**src/ppct_pkg.sv**
```systemverilog
package ppct_pkg;

   localparam int WORD_W = 32;
   localparam int NDC_W  = 18;

   localparam logic OP_WRITE = 1'b0;
   localparam logic OP_POINT = 1'b1;

endpackage

```
**src/point_project_clip_test_unit.sv**
```systemverilog
// Projects a point (x, y, z, 1) through a 4x4 signed fixed-point matrix held in a
// 16-word memory, then tests it against the clip volume. A write word (opcode 0)
// stores one matrix entry and gives no response. A point word (opcode 1) gives
// one response. The path is serial. Twelve products and four bias terms stream
// through one 33x33 multiplier behind the registered memory read. A restoring
// divider then forms 2^(2*FRAC_BITS)/w at one quotient bit per cycle. The same
// multiplier scales x, y and z, each through the MUL_HI, MUL_LO and QUOT states.
// A point path is shorter when w is zero, w is huge or a coordinate falls
// outside. The response register frees the input side as soon as the response
// has been loaded.
module point_project_clip_test_unit
   import ppct_pkg::*;
#(
   parameter int FRAC_BITS = 16
) (
   input  logic                     clock,
   input  logic                     reset,
   input  logic                     req_valid,
   output logic                     req_ready,
   input  logic                     req_opcode,
   input  logic [3:0]               req_entry_index,
   input  logic signed [WORD_W-1:0] req_entry_value,
   input  logic signed [WORD_W-1:0] req_point_x,
   input  logic signed [WORD_W-1:0] req_point_y,
   input  logic signed [WORD_W-1:0] req_point_z,
   output logic                     rsp_valid,
   input  logic                     rsp_ready,
   output logic                     rsp_outside,
   output logic signed [NDC_W-1:0]  rsp_ndc_x,
   output logic signed [NDC_W-1:0]  rsp_ndc_y,
   output logic signed [NDC_W-1:0]  rsp_ndc_z,
   output logic signed [WORD_W-1:0] rsp_recip_w
);

   localparam int ACC_W = 66 - FRAC_BITS;        // clip accumulator
   localparam int DW    = 2 * FRAC_BITS + 1;     // divisor / quotient width
   localparam int CNT_W = $clog2(DW);

   typedef enum logic [3:0] {
      S_IDLE, S_CLIP, S_RECIP, S_DIV, S_SAT, S_MUL_HI, S_MUL_LO, S_QUOT, S_DONE
   } state_type;

   state_type state_ff;

   logic [WORD_W-1:0]        mem [16];
   logic [15:0]              vld_ff;
   logic [WORD_W-1:0]        rd_ff;
   logic                     rd_ok_ff;

   logic signed [WORD_W-1:0] px_ff, py_ff, pz_ff;
   logic [4:0]               iss_ff;
   logic                     s1_vld_ff, s2_vld_ff;
   logic [3:0]               s1_k_ff, s2_k_ff;
   logic signed [ACC_W-1:0]  acc_ff;
   logic signed [ACC_W-1:0]  clip_ff [4];

   logic signed [32:0]       mul_a, mul_b;
   logic signed [65:0]       prod_ff;

   logic                     rneg_ff;
   logic [DW-1:0]            div_ff;
   logic [DW:0]              rem_ff;
   logic [DW-1:0]            q_ff;
   logic [CNT_W-1:0]         cnt_ff;
   logic [WORD_W-1:0]        rmag_ff;
   logic [1:0]               idx_ff;
   logic [63:0]              hi_ff;

   logic                     out_outside_ff;
   logic signed [NDC_W-1:0]  ndc_x_ff, ndc_y_ff, ndc_z_ff;

   logic                     rsp_valid_ff, rsp_outside_ff;
   logic signed [NDC_W-1:0]  rsp_ndc_x_ff, rsp_ndc_y_ff, rsp_ndc_z_ff;
   logic signed [WORD_W-1:0] rsp_recip_ff;

   // combinational helpers
   logic [3:0]               rd_addr;
   logic [WORD_W-1:0]        rd_val;
   logic signed [65:0]       prod_sh;
   logic signed [ACC_W-1:0]  acc_in;
   logic signed [ACC_W-1:0]  w_val, c_val;
   logic [ACC_W-1:0]         wmag, cmag;
   logic                     cneg;
   logic [DW:0]              rem_sh;
   logic [63:0]              qv, q_in;
   logic signed [63:0]       ndc_in;
   logic                     take;

   assign req_ready   = (state_ff == S_IDLE);
   assign take        = req_valid && req_ready;
   assign rsp_valid   = rsp_valid_ff;
   assign rsp_outside = rsp_outside_ff;
   assign rsp_ndc_x   = rsp_ndc_x_ff;
   assign rsp_ndc_y   = rsp_ndc_y_ff;
   assign rsp_ndc_z   = rsp_ndc_z_ff;
   assign rsp_recip_w = rsp_recip_ff;

   // term k = col*4 + row lives at row*4 + col
   assign rd_addr = {iss_ff[1:0], iss_ff[3:2]};
   assign rd_val  = rd_ok_ff ? rd_ff : '0;

   always_comb begin
      mul_a = '0;
      mul_b = '0;
      if (state_ff == S_CLIP) begin
         mul_a = {rd_val[WORD_W-1], rd_val};
         case (s1_k_ff[1:0])
            2'd0:    mul_b = {px_ff[WORD_W-1], px_ff};
            2'd1:    mul_b = {py_ff[WORD_W-1], py_ff};
            2'd2:    mul_b = {pz_ff[WORD_W-1], pz_ff};
            default: mul_b = 33'(64'd1 << FRAC_BITS);  // bias row
         endcase
      end else if (state_ff == S_MUL_HI) begin
         mul_a = {1'b0, 32'(cmag >> 32)};
         mul_b = {1'b0, rmag_ff};
      end else if (state_ff == S_MUL_LO) begin
         mul_a = {1'b0, cmag[31:0]};
         mul_b = {1'b0, rmag_ff};
      end
   end

   always_comb begin
      prod_sh = prod_ff >>> FRAC_BITS;
      acc_in  = ((s2_k_ff[1:0] == 2'd0) ? '0 : acc_ff) + prod_sh[ACC_W-1:0];
      w_val   = clip_ff[3];
      wmag    = w_val[ACC_W-1] ? ACC_W'(-w_val) : ACC_W'(w_val);
      c_val   = clip_ff[idx_ff];
      cneg    = c_val[ACC_W-1];
      cmag    = cneg ? ACC_W'(-c_val) : ACC_W'(c_val);
      rem_sh  = {rem_ff[DW-1:0], (cnt_ff == CNT_W'(DW - 1))};
      qv      = 64'(q_ff);
      q_in    = (hi_ff << (32 - FRAC_BITS)) + (64'(prod_ff[63:0]) >> FRAC_BITS);
      ndc_in  = (cneg != rneg_ff) ? -$signed(q_in) : $signed(q_in);
   end

   always_ff @(posedge clock) begin
      prod_ff <= mul_a * mul_b;
      rd_ff   <= mem[rd_addr];
      if (take && req_opcode == OP_WRITE) begin
         mem[req_entry_index] <= req_entry_value;
      end
   end

   always_ff @(posedge clock) begin
      if (reset) begin
         state_ff       <= S_IDLE;
         vld_ff         <= '0;
         rd_ok_ff       <= 1'b0;
         s1_vld_ff      <= 1'b0;
         s2_vld_ff      <= 1'b0;
         iss_ff         <= '0;
         rsp_valid_ff   <= 1'b0;
      end else begin
         rd_ok_ff  <= vld_ff[rd_addr];
         s1_vld_ff <= 1'b0;
         s2_vld_ff <= s1_vld_ff;
         s2_k_ff   <= s1_k_ff;
         if (rsp_valid_ff && rsp_ready && state_ff != S_DONE) begin
            rsp_valid_ff <= 1'b0;
         end
         case (state_ff)
            S_IDLE: begin
               if (take) begin
                  if (req_opcode == OP_WRITE) begin
                     vld_ff[req_entry_index] <= 1'b1;
                  end else begin
                     px_ff    <= req_point_x;
                     py_ff    <= req_point_y;
                     pz_ff    <= req_point_z;
                     iss_ff   <= '0;
                     state_ff <= S_CLIP;
                  end
               end
            end
            S_CLIP: begin
               if (!iss_ff[4]) begin
                  s1_vld_ff <= 1'b1;
                  s1_k_ff   <= iss_ff[3:0];
                  iss_ff    <= iss_ff + 5'd1;
               end
               if (s2_vld_ff) begin
                  acc_ff <= acc_in;
                  if (s2_k_ff[1:0] == 2'd3) begin
                     clip_ff[s2_k_ff[3:2]] <= acc_in;
                  end
                  if (s2_k_ff == 4'd15) begin
                     state_ff <= S_RECIP;
                  end
               end
            end
            S_RECIP: begin
               rneg_ff  <= w_val[ACC_W-1];
               ndc_x_ff <= '0;
               ndc_y_ff <= '0;
               ndc_z_ff <= '0;
               rmag_ff  <= '0;
               if (wmag == '0) begin
                  out_outside_ff <= 1'b1;
                  state_ff       <= S_DONE;
               end else if (64'(wmag) > (64'd1 << (2 * FRAC_BITS))) begin
                  q_ff     <= '0;
                  state_ff <= S_SAT;
               end else begin
                  div_ff   <= wmag[DW-1:0];
                  rem_ff   <= '0;
                  q_ff     <= '0;
                  cnt_ff   <= CNT_W'(DW - 1);
                  state_ff <= S_DIV;
               end
            end
            S_DIV: begin
               // one quotient bit per cycle of 2^(2F) / |w|
               if (rem_sh >= {1'b0, div_ff}) begin
                  rem_ff <= rem_sh - {1'b0, div_ff};
                  q_ff   <= {q_ff[DW-2:0], 1'b1};
               end else begin
                  rem_ff <= rem_sh;
                  q_ff   <= {q_ff[DW-2:0], 1'b0};
               end
               cnt_ff <= cnt_ff - CNT_W'(1);
               if (cnt_ff == '0) begin
                  state_ff <= S_SAT;
               end
            end
            S_SAT: begin
               if (rneg_ff) begin
                  rmag_ff <= (qv > 64'h8000_0000) ? 32'h8000_0000 : qv[31:0];
               end else begin
                  rmag_ff <= (qv > 64'h7FFF_FFFF) ? 32'h7FFF_FFFF : qv[31:0];
               end
               idx_ff   <= 2'd0;
               state_ff <= S_MUL_HI;
            end
            S_MUL_HI: begin
               state_ff <= S_MUL_LO;
            end
            S_MUL_LO: begin
               hi_ff <= prod_ff[63:0];
               if (prod_ff[63:0] > (64'd1 << (FRAC_BITS + 1))) begin
                  out_outside_ff <= 1'b1;
                  state_ff       <= S_DONE;
               end else begin
                  state_ff <= S_QUOT;
               end
            end
            S_QUOT: begin
               if (q_in > (64'd1 << FRAC_BITS)) begin
                  out_outside_ff <= 1'b1;
                  state_ff       <= S_DONE;
               end else begin
                  case (idx_ff)
                     2'd0:    ndc_x_ff <= ndc_in[NDC_W-1:0];
                     2'd1:    ndc_y_ff <= ndc_in[NDC_W-1:0];
                     default: ndc_z_ff <= ndc_in[NDC_W-1:0];
                  endcase
                  if (idx_ff == 2'd2) begin
                     out_outside_ff <= 1'b0;
                     state_ff       <= S_DONE;
                  end else begin
                     idx_ff   <= idx_ff + 2'd1;
                     state_ff <= S_MUL_HI;
                  end
               end
            end
            S_DONE: begin
               if (!rsp_valid_ff || rsp_ready) begin
                  rsp_valid_ff   <= 1'b1;
                  rsp_outside_ff <= out_outside_ff;
                  rsp_ndc_x_ff   <= out_outside_ff ? '0 : ndc_x_ff;
                  rsp_ndc_y_ff   <= out_outside_ff ? '0 : ndc_y_ff;
                  rsp_ndc_z_ff   <= out_outside_ff ? '0 : ndc_z_ff;
                  rsp_recip_ff   <= out_outside_ff ? '0 :
                                    (rneg_ff ? -$signed(rmag_ff) : $signed(rmag_ff));
                  state_ff       <= S_IDLE;
               end
            end
            default: state_ff <= S_IDLE;
         endcase
      end
   end

endmodule

```
**config.mk**
```make
export PLATFORM = sky130hd
export DESIGN_NAME = point_project_clip_test_unit
export DESIGN_NICKNAME = d
export VERILOG_FILES = /design/src/ppct_pkg.sv /design/src/point_project_clip_test_unit.sv
export SDC_FILE = /design/constraint.sdc
export NUM_CORES = 2
export LEC_CHECK = 0
export CORE_AREA = 2 2 374 653
export DETAILED_ROUTE_END_ITERATION = 16
export DIE_AREA = 0 0 376 655
export DONT_BUFFER_PORTS = 1
export GPL_TIMING_DRIVEN = 0
export PLACE_DENSITY = 0.5
export SLEW_MARGIN = 20
export SYNTH_ARGS = -nofsm -noshare
export SYNTH_HDL_FRONTEND = slang
export SYNTH_SLANG_ARGS = --single-unit
```
**constraint.sdc**
```tcl
create_clock -name clock -period 16.24 [get_ports clock]
set_input_delay 1.624 -clock clock [delete_from_list [all_inputs] [get_ports clock]]
set_output_delay 1.624 -clock clock [all_outputs]
set_load 0.02 [all_outputs]
```
==> impl_metrics.yaml <==
power_and_ir_drop:
  pwr-share-seq_pct: 51.4
  internal_power_w: 0.00560
  power_leakage_nw: 43.2
  p_comb_share_pct: 7.0
  ir_worst_vdd_mv: 0.118
  total_power_w: 0.00739
  power_density_nw_per_um2: 69.4
  switching_share_pct: 24.2
  p_clk_share_pct: 41.6
  p_sw_w: 0.00179
worst_hold_path:
  whs_path_depth: 0
  min_path_type: "register to register"
  hold_start: "iss_ff[1]"
place:
  placedInstanceArea_sq_um: 102000
  routabilityCongestion: 1.04
  place_ws_ns: 0.849
  hpwl_um: 306000
  io_buffers: 0
sta:
  hold_viol_final: 0
  setup_viol: 0
  rsz0062_at_grt: "no"
  maxSlewHeadroom_pct: 11.8
  finalWorstSetupSlack_ns: 1.09
  fmax_ghz: 0.0660
  finalCriticalPeriod_ns: 15.15
  finalMaxSlewViolations: 0
  tightestPinTransition_ns: 1.32
  fin_crit_sh_pct: 93.3
  finClkSkew_ns: 0.142
yosys:
  async_flop_share_pct: 0
  synth_nets: 9731
  synth_seq_area_share_pct: 40.2
  yosys_most_used_dff: "edfxtp_1"
  synth-edff-count: 1196
  synth_warnings: 0
  synthesis.area_sq_um: 95900
  post_synth_num_cell_types: 89
  synth.ff_latch_count: 1325
  syn_avg_cell_area_sq_um: 11.8
  synthCells: 8104
grt:
  grt_first_pass_wirelength_um: 521000
  grt_use_total_pct: 30.6
  gr-total-overflow: 0
  grt_pass1_vias: 69859
  grt_max_degree: 40
  antenna_found_initial: 27
critical_path:
  required_ns: 16.84
  reg2reg_slack_ns: 1.09
  critPathMaxStageDelay_ns: 0.87
  worst-setup-path-type: "register to register"
  critPathCaptureType: "register"
  crit_path_frequent_cell: "fa_1"
  crit_path_start_kind: "register"
  arrival_ns: 15.74
  reg2regPathDepth: 40
  path_max_fanout: 10
  cp_slowest_cell: "buf_1"
drt:
  vias: 65243
  firstDrtPassIters: 9
  wl_um: 373000
  post-route-drc-count: 0
  drt_iter0_drc: 5525
  vias_per_cell: 5.61
  wire_per_inst_um: 32.1
  ant_nets: 0
clock_network:
  ctsHoldBuffers: 0
  htreeDepth: 3
  insertion_delay_ns: 0.86
  cts_resized: 0
  path_clk_slew_ns: 0.09
  clock_sinks: 1325
  cts_setup_buffers: 0
  numCtsBuffers: 121
  cts-root-buf: "clkbuf_16"
  clock_path_buffers: 3
  tritoncts: "yes"
floorplan:
  coreArea_sq_um: 242000
  die-area_sq_um: 246000
  die_h_um: 655
  fp-row-count: 239
  die_w_um: 376
  io_pins: 226
  start_util_pct: 39.7
finish:
  final_layout_size_suffix_gt1_share_pct: 8.85
  fin_area_sq_um: 107000
  mostFrequentLayoutCell: "inv_1"
  nets: 9997
  utilization_pct: 44.1
  synthToLayoutAreaGrowth_pct: 11.1
  final_cell_mix: "inv_1 (1,214), edfxtp_1 (1,196), fa_1 (1,146)"
flow_run:
  max_cap_violations: 0
run_status:
  status: "finished, final reports clean"
==> per-stage QoR <==
step | cells | TNS (ns) | hold slack, ns
after global routing | 11608 | 0 | 0.420
after detailed placement | 11380 | 0 | 0.408
after global placement | 11237 | -0.662 | 0.412
after floorplan | 8104 | 0 | 0.400
final | 11620 | 0 | 0.409
after CTS | 11608 | 0 | 0.392
==> path summary, 6_finish.rpt <==
check | endpoint
worst max-delay path | prod_ff[59]
worst min-delay path | s1_k_ff[1]
worst max register to register | prod_ff[59]
worst min register to register | s1_k_ff[1]
==> power groups by stage <==
| stage | logic (W) | clock network, W | registers [W] |
|---|---|---|---|
| 5_1_grt | 0.000539 | 0.00324 | 0.00380 |
| 4_1_cts | 0.000509 | 0.00313 | 0.00380 |
| 6_report | 0.000517 | 0.00307 | 0.00380 |
| 2_1_floorplan | 0.000267 | 0 | 0.00384 |
| 3_5_place_dp | 0.000507 | 0 | 0.00388 |
| 3_3_place_gp | 0.000482 | 0 | 0.00388 |
==> layer usage <==
layer / global-route usage (%) / part of all wire (%) / vias up
met5: 0 / 0.0080 / -
met4: 24.3 / 9.9 / 6
met3: 5.56 / 5.9 / 1029
met2: 54.3 / 51 / 2717
met1: 31.6 / 33 / 33868
li1: - / - / 27623
==> sequential cells by signal, summed over array words and instances (netlist names), 5 cells and up, named ones only <==
name	count
rmag_ff	32
rsp_ndc_y	18
hi_ff	48
prod_ff	66
ndc_x_ff	18
q_ff	33
pz_ff	32
rd_ff	32
div_ff	33
clip_ff	200
vld_ff	16
cnt_ff	6
acc_ff	50
ndc_y_ff	18
py_ff	32
mem	512
rsp_ndc_z	18
ndc_z_ff	18
iss_ff	5
rem_ff	33
rsp_ndc_x	18
px_ff	32
rsp_recip_w	32
==> area by class of cell <==
class	count	area [sq um]
tap	3133	3920
antenna	12	30.0
inverter	1216	4560
fill	22740	135000
multi-input combinational	5201	51900
buffer	362	1450
sequential	1325	38500
clock inverter	64	952
clock buffer	164	3340
timing repair buffer	143	1860
==> worst max-delay path, delay by kind of cell, from the launching register on <==
family,cells,cell delay [ns]
buf+inv,14,5.07
fa+ha+maj,9,4.52
xor+xnor,2,1.14
simple gates,4,0.80
compound gates,11,3.10
flops,1,0.31
==> logic make-up after synthesis <==
group,share of synthesized area [%]
XOR/XNOR,2.74
multiplexers,5.75
flip-flops,40.2
AO/OA/AOI/OAI,6.37
buffers and inverters,6.24
adder cells (fa/ha/maj),28.4
AND/OR/NAND/NOR,10.3
==> synthesized netlist by cell type (all sizes together) (32+ instances only) <==
cell type,count,share of area (%)
a21o,114,0.89
a21oi,228,1.2
a31oi,32,0.21
and2,45,0.29
and3,67,0.44
buf,58,0.29
clkbuf,304,1.2
dfxtp,129,2.7
edfxtp,1196,37
fa,1148,24
ha,342,4.5
inv,1214,4.8
mux2i,61,0.64
mux4,214,5.0
nand2,737,2.9
nand2b,61,0.40
nand3,64,0.33
nand4,32,0.21
nor2,840,3.3
nor2b,138,0.90
nor3,76,0.40
nor4,42,0.33
o21a,55,0.43
o21ai,187,0.98
o31ai,36,0.29
xnor2,184,1.7
xor2,116,1.1
(Power assumes the default switching activity.)
